[config.mk]
export PLATFORM = sky130hd
export DESIGN_NAME = wildcard_glob_matcher
export DESIGN_NICKNAME = d
export VERILOG_FILES = /design/src/rtl/wgm_pkg.sv /design/src/rtl/wgm_ctrl.sv /design/src/rtl/wgm_datapath.sv /design/src/rtl/wildcard_glob_matcher.sv
export SDC_FILE = /design/constraint.sdc
export NUM_CORES = 1
export LEC_CHECK = 0
export BUFFER_PORTS_ARGS = -buffer_cell sky130_fd_sc_hd__buf_2
export CAP_MARGIN = 20
export CELL_PAD_IN_SITES_DETAIL_PLACEMENT = 1
export CELL_PAD_IN_SITES_GLOBAL_PLACEMENT = 1
export CORE_ASPECT_RATIO = 0.9
export CORE_MARGIN = 8
export CORE_UTILIZATION = 35
export CTS_BUF_LIST = sky130_fd_sc_hd__clkbuf_8
export DETAILED_ROUTE_END_ITERATION = 16
export PLACE_DENSITY = 0.61
export SYNTH_ARGS = -nofsm -noshare
export SYNTH_HDL_FRONTEND = slang
export SYNTH_SLANG_ARGS = --single-unit
[constraint.sdc]
create_clock -name clock -period 2.98 [get_ports clock]
set_clock_uncertainty 0.1 [all_clocks]
set_input_delay 0.298 -clock clock [delete_from_list [all_inputs] [get_ports clock]]
set_output_delay 0.298 -clock clock [all_outputs]
set_load 0.02 [all_outputs]
[src/rtl/wgm_pkg.sv]
// Package for the wildcard glob matcher.
// Holds request codes, controller states, command/status structs and the case fold.
// No dependencies.
package wgm_pkg;

   localparam int unsigned MAX_PATTERN_DEF = 64;
   localparam logic [7:0]  SINGLE_WILD_RST = 8'd63;
   localparam logic [7:0]  MULTI_WILD_RST  = 8'd42;

   typedef enum logic [1:0] {
      ACT_CLEAR  = 2'd0,
      ACT_APPEND = 2'd1,
      ACT_CHAR   = 2'd2,
      ACT_END    = 2'd3
   } action_type;

   typedef enum logic {
      CSR_SINGLE_WILD = 1'b0,
      CSR_MULTI_WILD  = 1'b1
   } csr_index_type;

   typedef enum logic [1:0] {
      ST_IDLE,
      ST_PRIME,
      ST_SWEEP,
      ST_EMIT
   } ctl_state_type;

   typedef struct packed {
      logic accept;
      logic prime;
      logic sweep;
      logic load_rsp;
   } cmd_type;

   typedef struct packed {
      logic last_step;
      logic is_end;
   } status_type;

   // upper-case fold of ASCII letters
   function automatic logic [7:0] fold(input logic [7:0] c);
      logic [7:0] r;
      r = c;
      if (c inside {[8'h61:8'h7a]}) begin
         r = c - 8'h20;
      end
      return r;
   endfunction

endpackage

[src/rtl/wgm_ctrl.sv]
// Controller of the wildcard glob matcher: request handshake, sweep sequencing,
// response register handshake. Depends on wgm_pkg.
module wgm_ctrl
   import wgm_pkg::*;
(
   input  logic       clock,
   input  logic       reset,
   input  logic       req_tvalid,
   output logic       req_tready,
   output logic       rsp_tvalid,
   input  logic       rsp_tready,
   input  action_type req_action,
   input  status_type status,
   output cmd_type    cmd
);

   ctl_state_type state_ff, state_in;
   logic          rsp_valid_ff, rsp_valid_in;

   always_ff @(posedge clock) begin
      if (reset) begin
         state_ff     <= ST_IDLE;
         rsp_valid_ff <= 1'b0;
      end else begin
         state_ff     <= state_in;
         rsp_valid_ff <= rsp_valid_in;
      end
   end

   always_comb begin
      state_in   = state_ff;
      cmd        = '0;
      req_tready = 1'b0;
      case (state_ff)
         ST_IDLE: begin
            req_tready = 1'b1;
            if (req_tvalid) begin
               cmd.accept = 1'b1;
               if (req_action == ACT_CHAR || req_action == ACT_END) begin
                  state_in = ST_PRIME;
               end
            end
         end
         ST_PRIME: begin
            cmd.prime = 1'b1;
            state_in  = ST_SWEEP;
         end
         ST_SWEEP: begin
            cmd.sweep = 1'b1;
            if (status.last_step) begin
               state_in = status.is_end ? ST_EMIT : ST_IDLE;
            end
         end
         ST_EMIT: begin
            if (!rsp_valid_ff || rsp_tready) begin
               cmd.load_rsp = 1'b1;
               state_in     = ST_IDLE;
            end
         end
         default: begin
            state_in = ST_IDLE;
         end
      endcase
   end

   assign rsp_valid_in = cmd.load_rsp | (rsp_valid_ff & ~rsp_tready);
   assign rsp_tvalid   = rsp_valid_ff;

endmodule

[src/rtl/wgm_datapath.sv]
// Datapath of the wildcard glob matcher: pattern memory, live position shift
// register, wildcard registers, sweep cell and response register. Depends on wgm_pkg.
module wgm_datapath
   import wgm_pkg::*;
#(
   parameter int unsigned MAX_PATTERN = MAX_PATTERN_DEF
) (
   input  logic       clock,
   input  logic       reset,
   input  cmd_type    cmd,
   output status_type status,
   input  action_type req_action,
   input  logic [7:0] req_char,
   input  logic       csr_wr_en,
   input  logic       csr_index,
   input  logic [7:0] csr_wdata,
   output logic       rsp_matched,
   output logic       rsp_overflow
);

   localparam int unsigned AW = $clog2(MAX_PATTERN);
   localparam int unsigned PW = $clog2(MAX_PATTERN + 1);
   localparam int unsigned NP = MAX_PATTERN + 1;

   logic [7:0]    store [MAX_PATTERN];
   logic [7:0]    rd_data_ff;
   logic [AW-1:0] rd_addr;

   logic [PW-1:0] len_ff, len_in;
   logic          ovf_ff, ovf_in;
   logic [NP-1:0] live_ff, live_in;
   logic [7:0]    single_ff, multi_ff;
   logic [PW-1:0] pos_ff, pos_in, pos_next;
   logic          carry_ff, carry_in;
   logic          pend_ff, pend_in;
   logic          hit_ff, hit_in;
   logic          is_end_ff;
   logic [7:0]    char_ff;
   logic          matched_ff, overflow_ff;

   logic          do_write;
   logic          cur, active, is_star, is_match, nxt_bit;

   // pattern memory
   assign do_write = cmd.accept && (req_action == ACT_APPEND) &&
                     (len_ff < PW'(MAX_PATTERN));
   assign pos_next = pos_ff + 1'b1;
   assign rd_addr  = cmd.sweep ? pos_next[AW-1:0] : '0;

   always_ff @(posedge clock) begin
      if (do_write) begin
         store[len_ff[AW-1:0]] <= req_char;
      end
      rd_data_ff <= store[rd_addr];
   end

   // sweep cell for position pos_ff
   assign cur      = live_ff[0] | carry_ff;
   assign active   = pos_ff < len_ff;
   assign is_star  = active && (rd_data_ff == multi_ff);
   assign is_match = active && !is_star &&
                     ((rd_data_ff == single_ff) || (fold(rd_data_ff) == fold(char_ff)));
   assign nxt_bit  = pend_ff | (cur & is_star);

   always_comb begin
      len_in   = len_ff;
      ovf_in   = ovf_ff;
      live_in  = live_ff;
      pos_in   = pos_ff;
      carry_in = carry_ff;
      pend_in  = pend_ff;
      hit_in   = hit_ff;
      if (cmd.accept && req_action == ACT_CLEAR) begin
         len_in  = '0;
         ovf_in  = 1'b0;
         live_in = NP'(1);
      end
      if (cmd.accept && req_action == ACT_APPEND) begin
         if (do_write) begin
            len_in = len_ff + 1'b1;
         end else begin
            ovf_in = 1'b1;
         end
      end
      if (cmd.prime) begin
         pos_in   = '0;
         carry_in = 1'b0;
         pend_in  = 1'b0;
         hit_in   = 1'b0;
      end
      if (cmd.sweep) begin
         pos_in   = pos_next;
         carry_in = cur & is_star;
         pend_in  = cur & is_match;
         live_in  = {nxt_bit, live_ff[NP-1:1]};
         if (pos_ff == len_ff) begin
            hit_in = cur;
         end
      end
      if (cmd.load_rsp) begin
         live_in = NP'(1);
      end
   end

   always_ff @(posedge clock) begin
      if (reset) begin
         len_ff    <= '0;
         ovf_ff    <= 1'b0;
         live_ff   <= NP'(1);
         single_ff <= SINGLE_WILD_RST;
         multi_ff  <= MULTI_WILD_RST;
      end else begin
         len_ff  <= len_in;
         ovf_ff  <= ovf_in;
         live_ff <= live_in;
         if (csr_wr_en) begin
            case (csr_index_type'(csr_index))
               CSR_SINGLE_WILD: single_ff <= csr_wdata;
               CSR_MULTI_WILD:  multi_ff  <= csr_wdata;
               default: begin
               end
            endcase
         end
      end
   end

   always_ff @(posedge clock) begin
      pos_ff   <= pos_in;
      carry_ff <= carry_in;
      pend_ff  <= pend_in;
      hit_ff   <= hit_in;
      if (cmd.accept) begin
         char_ff   <= req_char;
         is_end_ff <= (req_action == ACT_END);
      end
      if (cmd.load_rsp) begin
         matched_ff  <= hit_ff & ~ovf_ff;
         overflow_ff <= ovf_ff;
      end
   end

   assign status.last_step = (pos_ff == PW'(MAX_PATTERN));
   assign status.is_end    = is_end_ff;
   assign rsp_matched      = matched_ff;
   assign rsp_overflow     = overflow_ff;

endmodule

[src/rtl/wildcard_glob_matcher.sv]
// Wildcard glob matcher top level: stream request/response ports and write-only
// register port around controller and datapath. Depends on wgm_pkg, wgm_ctrl,
// wgm_datapath.
//
// Load a pattern with append requests (clear first), then stream string
// characters and finish each string with an end-of-string request, which
// returns one response with the match and overflow flags and re-arms for the
// next string. Letters compare case-insensitively; the single and multi
// wildcard codes are registers 0 and 1 (defaults '?' and '*'). Each string
// character and end-of-string walks all MAX_PATTERN + 1 pattern positions
// through the single read port of the pattern memory, one position a cycle,
// and an end-of-string then waits until the previous response is taken.
// Appends beyond MAX_PATTERN are dropped and flag overflow until the next clear.
module wildcard_glob_matcher
   import wgm_pkg::*;
#(
   parameter int unsigned MAX_PATTERN = MAX_PATTERN_DEF
) (
   input  logic        clock,
   input  logic        reset,
   input  logic        req_tvalid,
   output logic        req_tready,
   input  logic [7:0]  req_tdata,   // [7:0] char_code
   input  logic [1:0]  req_tuser,   // [1:0] action
   output logic        rsp_tvalid,
   input  logic        rsp_tready,
   output logic [7:0]  rsp_tdata,   // [0] matched, [1] overflow, [7:2] zero
   input  logic        csr_wr_en,
   input  logic        csr_index,
   input  logic [7:0]  csr_wdata
);

   cmd_type    cmd;
   status_type status;
   action_type req_action;
   logic       rsp_matched, rsp_overflow;

   assign req_action = action_type'(req_tuser);

   wgm_ctrl u_ctrl (
      .clock      (clock),
      .reset      (reset),
      .req_tvalid (req_tvalid),
      .req_tready (req_tready),
      .rsp_tvalid (rsp_tvalid),
      .rsp_tready (rsp_tready),
      .req_action (req_action),
      .status     (status),
      .cmd        (cmd)
   );

   wgm_datapath #(
      .MAX_PATTERN (MAX_PATTERN)
   ) u_datapath (
      .clock        (clock),
      .reset        (reset),
      .cmd          (cmd),
      .status       (status),
      .req_action   (req_action),
      .req_char     (req_tdata),
      .csr_wr_en    (csr_wr_en),
      .csr_index    (csr_index),
      .csr_wdata    (csr_wdata),
      .rsp_matched  (rsp_matched),
      .rsp_overflow (rsp_overflow)
   );

   assign rsp_tdata = {6'b0, rsp_overflow, rsp_matched};

`ifndef NO_ASSERTIONS
   a_no_sweep_when_ready: assert property (@(posedge clock) disable iff (reset)
      req_tready |-> !cmd.sweep && !cmd.prime)
      else $error("request accepted during a sweep");

   a_load_sets_valid: assert property (@(posedge clock) disable iff (reset)
      cmd.load_rsp |=> rsp_tvalid)
      else $error("response load without valid");

   a_match_excludes_ovf: assert property (@(posedge clock) disable iff (reset)
      rsp_tvalid && rsp_tdata[0] |-> !rsp_tdata[1])
      else $error("match reported on an overflowed pattern");
`endif

endmodule

## Yosys cells after proc, flatten, opt, wreduce, memory -nomap -nowiden

Memories as Yosys holds them, arrays and structs flattened. A register that Yosys moved wholly into a read port is not among the register bits.
Index checks and enable logic that the tools add are counted.

- Reduce and logical (&&, ||, !) cells: 21
- Shift-type cells: 0
- Mux-type cells: 34
- Eq/ne operators: 15
- Divide/modulo/power cells: 0
- Magnitude comparators: 6
- Multipliers: 0
- Bitwise logic cells: 10
- Add/subtract/negate cells: 4

Operators with widths:

| kind | number |
|---|---|
| $mux W65 | 2 |
| $mux W7 | 5 |
| $eq A8 B8 Y1 | 3 |
| $mux W1 | 18 |
| $ge A8 B7 Y1 const B | 2 |
| $le A8 B7 Y1 const B | 2 |
| $mux W8 | 2 |
| $sub A8 B6 Y8 const B | 2 |
| $add A7 B1 Y7 const B | 2 |
| $mux W2 | 5 |
| $eq A2 B2 Y1 const B | 4 |
| $logic_and A1 B1 Y1 | 8 |
| $pmux W2 S4 | 1 |
| $eq A7 B7 Y1 | 1 |
| $eq A7 B7 Y1 const B | 1 |
| $lt A7 B7 Y1 | 1 |
| $lt A7 B7 Y1 const B | 1 |
| $mux W6 | 1 |
| $and A1 B1 Y1 | 4 |
| $eq A2 B1 Y1 const B | 2 |
| $logic_not A2 Y1 | 2 |
| $ne A2 B1 Y1 const B | 2 |
| $ne A2 B2 Y1 const B | 2 |
| $reduce_and A2 Y1 | 2 |
| other kinds (7) | 15 |

- Memories: 1
- Word-level logic and storage cells: 106
- Latch bits: 0
- Bits in registers: 113
- Output and inout bits: 10
- ROM bits: 0
- Bits in writable memories: 512

Memories:

| name | depth | bits a word | read ports | clocked after Yosys merged registers in | wr ports | RTL line | RTL |
|---|---|---|---|---|---|---|---|
| u_datapath.store | 64 | 8 | 1 | 1 | 1 | wgm_datapath.sv:25 | `logic [7:0] store [MAX_PATTERN];` |

## Depth between registers and ports, before layout

- Depth after elaboration: 8
- Gate-level depth with buffers: 13
- Gate-level depth less buffers: 9

## By module

Synthesis repeated with hierarchy kept, for this count alone.

- Cells, all modules: 1,862
- Area, all modules: 25,718.4 sq um

By module, submodules not included:

| module | seq. area each (sq um) | instances | area an instance (sq um) | cells each |
|---|---|---|---|---|
| wgm_datapath | 17,937.2 | 1 | 25,507.0 | 1,834 |
| wgm_ctrl | 60.1 | 1 | 147.6 | 19 |
| wildcard_glob_matcher | 0.0 | 1 | 63.8 | 9 |

## Worst setup path before layout

OpenSTA, ideal clock, no wires.

- Kind: register -> register
- From: reg u_datapath.pos_ff[0]
- To: reg u_datapath.rd_data_ff[5] (read register of u_datapath.store)
- Required time: 2.802 ns
- Stages on the path, launching flop included: 12
- Setup slack: -0.274 ns
- Path buffers: 5
- Data arrival time: 3.076 ns
- Path through: edfxtp_1 > buf_4 > inv_1 > clkbuf_1 > buf_1 > ha_1 > nand2_1 > clkbuf_1 > clkbuf_1 > a211oi_1 > or4_1 > nor3_1

- Longest elaborated chain between the ends: 2

Ends and longest elaborated chain:

| what | RTL line | RTL |
|---|---|---|
| start, declared | wgm_datapath.sv:33 | `logic [PW-1:0] pos_ff, pos_in, pos_next;` |
| start signal, assigned | wgm_datapath.sv:128 | `pos_ff <= pos_in;` |
| $add A7 B1 Y7 | wgm_datapath.sv:47 | `assign pos_next = pos_ff + 1'b1;` |
| net u_datapath.pos_next[0] | wgm_datapath.sv:33 |  |
| $mux W6 | wgm_datapath.sv:48 | `assign rd_addr = cmd.sweep ? pos_next[AW-1:0] : '0;` |
| end, declared | wgm_datapath.sv:26 | `logic [7:0] rd_data_ff;` |

The timed path passes the listed nets, and every way through them passes these cells.
A chain may end at the register's enable or synchronous reset.

## Worst setup path in the final report

- From: reg u_datapath.pos_ff[1]
- To: reg u_datapath.rd_data_ff[3] (read register of u_datapath.store)

- Longest elaborated chain between the ends: 2

Ends and longest elaborated chain:

| what | RTL line |
|---|---|
| $add A7 B1 Y7 | wgm_datapath.sv:47 |
| $mux W6 | wgm_datapath.sv:48 |

Every way passes these cells.

==> metrics.yaml <==
status: "complete, no violations"
final_core_util_pct: 41.0
synth-edff-count: 532
path_clk_slew_ns: 0.06
synth_seq_cells: 633
grt_setup_unrepaired: "false"
fin_tns_setup_ns: 0
ys_types: 59
start_util_pct: 35.1
cap_violations: 0
area_delta_synth_final_pct: 16.8
cts_buffer_depth: 3
hpwl_um: 46500
nets: 2134
syn_inst: 1915
die_w_um: 301
grt_pass1_vias: 17347
synth_async_sr_flop_share_pct: 0
worstPathArrival_ns: 3.45
p_leak_nw: 10.2
htree_levels: 3
max_stage_delay_ns: 0.60
clk_latency_ns: 0.70
path_delay_family: "simple AND/OR/NAND/NOR gates"
fmax_mhz: 343
vias: 16502
post_cts_buffers: 0
synth_area_leaders: "edfxtp_1 (63%), dfxtp_1 (7.9%), nand2_1 (3.6%)"
setup_viol: 0
ioPinCount: 34
yosysWarnings: 0
ys.flop_type: "edfxtp_1"
grt_max_degree: 88
required_ns: 3.51
p_int_mw: 15.6
place_congestion: 0.823
fin_crit_ns: 2.92
switching_share_pct: 32.0
peakVddDrop_v: 0.000388
total_power_mw: 22.9
grt_pass1_wl_um: 109000
cts-root-buf: "clkbuf_8"
cts_buffers: 101
maxSlewViolCount: 0
first_pass_iters: 5
avgSynthCellArea_um2: 13.3
slew_headroom_pct: 40.0
drc_errors: 0
finalHoldViolations: 0
first_iter_violations: 1204
start_kind: "flop"
rows: 94
track_usage_pct: 17.4
dieArea_mm2: 0.0818
cts_tree: "done"
grt_overflow: 0
nFillCells: 7547
clockPowerShare_pct: 30.7
syn_area_mm2: 0.0255
drt_wl_total_um: 72000
synthTopCellsByCount: "edfxtp_1 (532), nand2_1 (245), nor2_1 (221), a21oi_1 (112)"
crit_path_max_fanout: 53
port-buffer-count: 27
path_common_cell: "a31oi_1"
hold_path_class: "in2reg"
slowest_stage: "or4_1"
p_sw_mw: 7.33
seq_power_share_pct: 44.3
synth_top_area_share_pct: 62.6
path_cells: "ha_1 -> xor2_4 -> nand2_4 -> buf_12 -> buf_16 -> nand3_1 -> nand4_1 -> a31oi_1 -> or4_1 -> a31oi_1"
numClockSinks: 633
drive_above_1_share_pct: 17.7
viasPerCell: 5.25
worst_pin_slew_ns: 0.899
combPwrFrac_pct: 25.0
worst-setup-path-type: "reg2reg"
fin_crit_sh_pct: 98.0
antenna_found_initial: 4
regArea_mm2: 0.0180
end_kind: "flop"
multi_input_area_mm2: 0.00690
synth.most_common_cell: "edfxtp_1"
die_h_um: 272
antenna_left: 0
pwr_density_cell_mw_per_mm2: 770
wl_per_cell_um: 22.9
fp.coreArea_mm2: 0.0727
yosysTopAreaCell: "edfxtp_1"
yosysSeqAreaShare_pct: 70.5
critPathBufInv: 2
[logic make-up (layout without fill, tap and decap cells)]
logic type	Yosys count	in the layout	share of synthesized area [%]
simple gates	683	683	11.7
flops	633	633	70.5
compound gates	314	314	8.08
buf+inv	156	415	2.73
mux	85	85	5.22
xor+xnor	27	27	0.956
fa+ha+maj	16	16	0.785
other cells	1	8	0.0147
[layer usage]
layer / global-route usage, % / vias up / wire length [µm]
met5: 0 / - / 13
met1: 24.1 / 8388 / 32700
met3: 3.96 / 125 / 4630
met2: 27.5 / 465 / 33100
li1: - / 7522 / -
met4: 5.08 / 2 / 1580
[worst paths after layout]
kind / cells after the start / to / startpoint / slack [ns]
max: 10 / u_datapath.rd_data_ff[3]$_DFF_P_ / u_datapath.pos_ff[1]$_SDFFCE_PN0P_ / 0.06
min: 1 / u_datapath.store[53][6]$_DFFE_PP_ / req_tdata[6] / 0.16
max reg2reg: 10 / u_datapath.rd_data_ff[3]$_DFF_P_ / u_datapath.pos_ff[1]$_SDFFCE_PN0P_ / 0.06
min reg2reg: 2 / u_datapath.multi_ff[7]$_SDFFE_PP0P_ / u_datapath.multi_ff[7]$_SDFFE_PP0P_ / 0.37
[placed cells by master (no fill, tap or decap), types with 30 or more instances in the layout]
cell type | Yosys | layout
a31oi_1 | 31 | 30
buf_4 | 14 | 138
inv_1 | 23 | 64
nand2_1 | 245 | 244
mux4_2 | 36 | 36
clkbuf_8 | 0 | 111
nor2_1 | 221 | 220
dfxtp_1 | 101 | 101
nor2b_1 | 38 | 38
nand3_1 | 101 | 101
edfxtp_1 | 532 | 532
a21oi_1 | 112 | 112
a211oi_1 | 42 | 42
o22ai_1 | 30 | 30
[registers in the layout, indices dropped and copies added (netlist names), 2 cells and up]
signal	cells
u_datapath.single_ff	8
u_datapath.multi_ff	8
u_datapath.pos_ff	7
u_datapath.rd_data_ff	8
u_datapath.store	512
u_datapath.char_ff	8
u_ctrl.state_ff	2
u_datapath.len_ff	7
u_datapath.live_ff	65
[metrics by stage]
stage / cell area, µm² / hold slack, ns / instances / setup WS (ns)
floorplan: 25500 / 0.297 / 1920 / 0.0217
global placement: 27600 / 0.355 / 2928 / 0.0928
detailed placement: 27600 / 0.364 / 2928 / 0.0284
CTS: 29700 / 0.106 / 3138 / 0.00800
global route: 29800 / 0.136 / 3140 / 0.00396
finish: 29800 / 0.161 / 3141 / 0.0607
[power groups by stage]
stage / clock network (mW) / logic, mW / registers, mW
floorplan: 0 / 3.56 / 10.1
global placement: 0 / 5.58 / 10.3
detailed placement: 0 / 5.66 / 10.3
CTS: 7.24 / 5.70 / 10.2
global route: 7.63 / 6.14 / 10.2
finish: 7.03 / 5.73 / 10.2
[cell type report]
cell class	count	area share, %
Clock buffer	111	5.13
Clock inverter	77	1.27
Inverter	25	0.328
Tap cell	960	4.03
Sequential cell	633	60.4
Timing Repair Buffer	202	5.69
Antenna cell	2	0.0168
Multi-Input combinational cell	1131	23.1
[repair_timing]
action                                 4_1_cts  5_1_grt
setup endpoints to repair                    0       11
endpoints found under the hold margin       84        0
resized for setup                            0        8
hold buffers                                22        0
No activity file was read; power rests on OpenSTA's default activity.
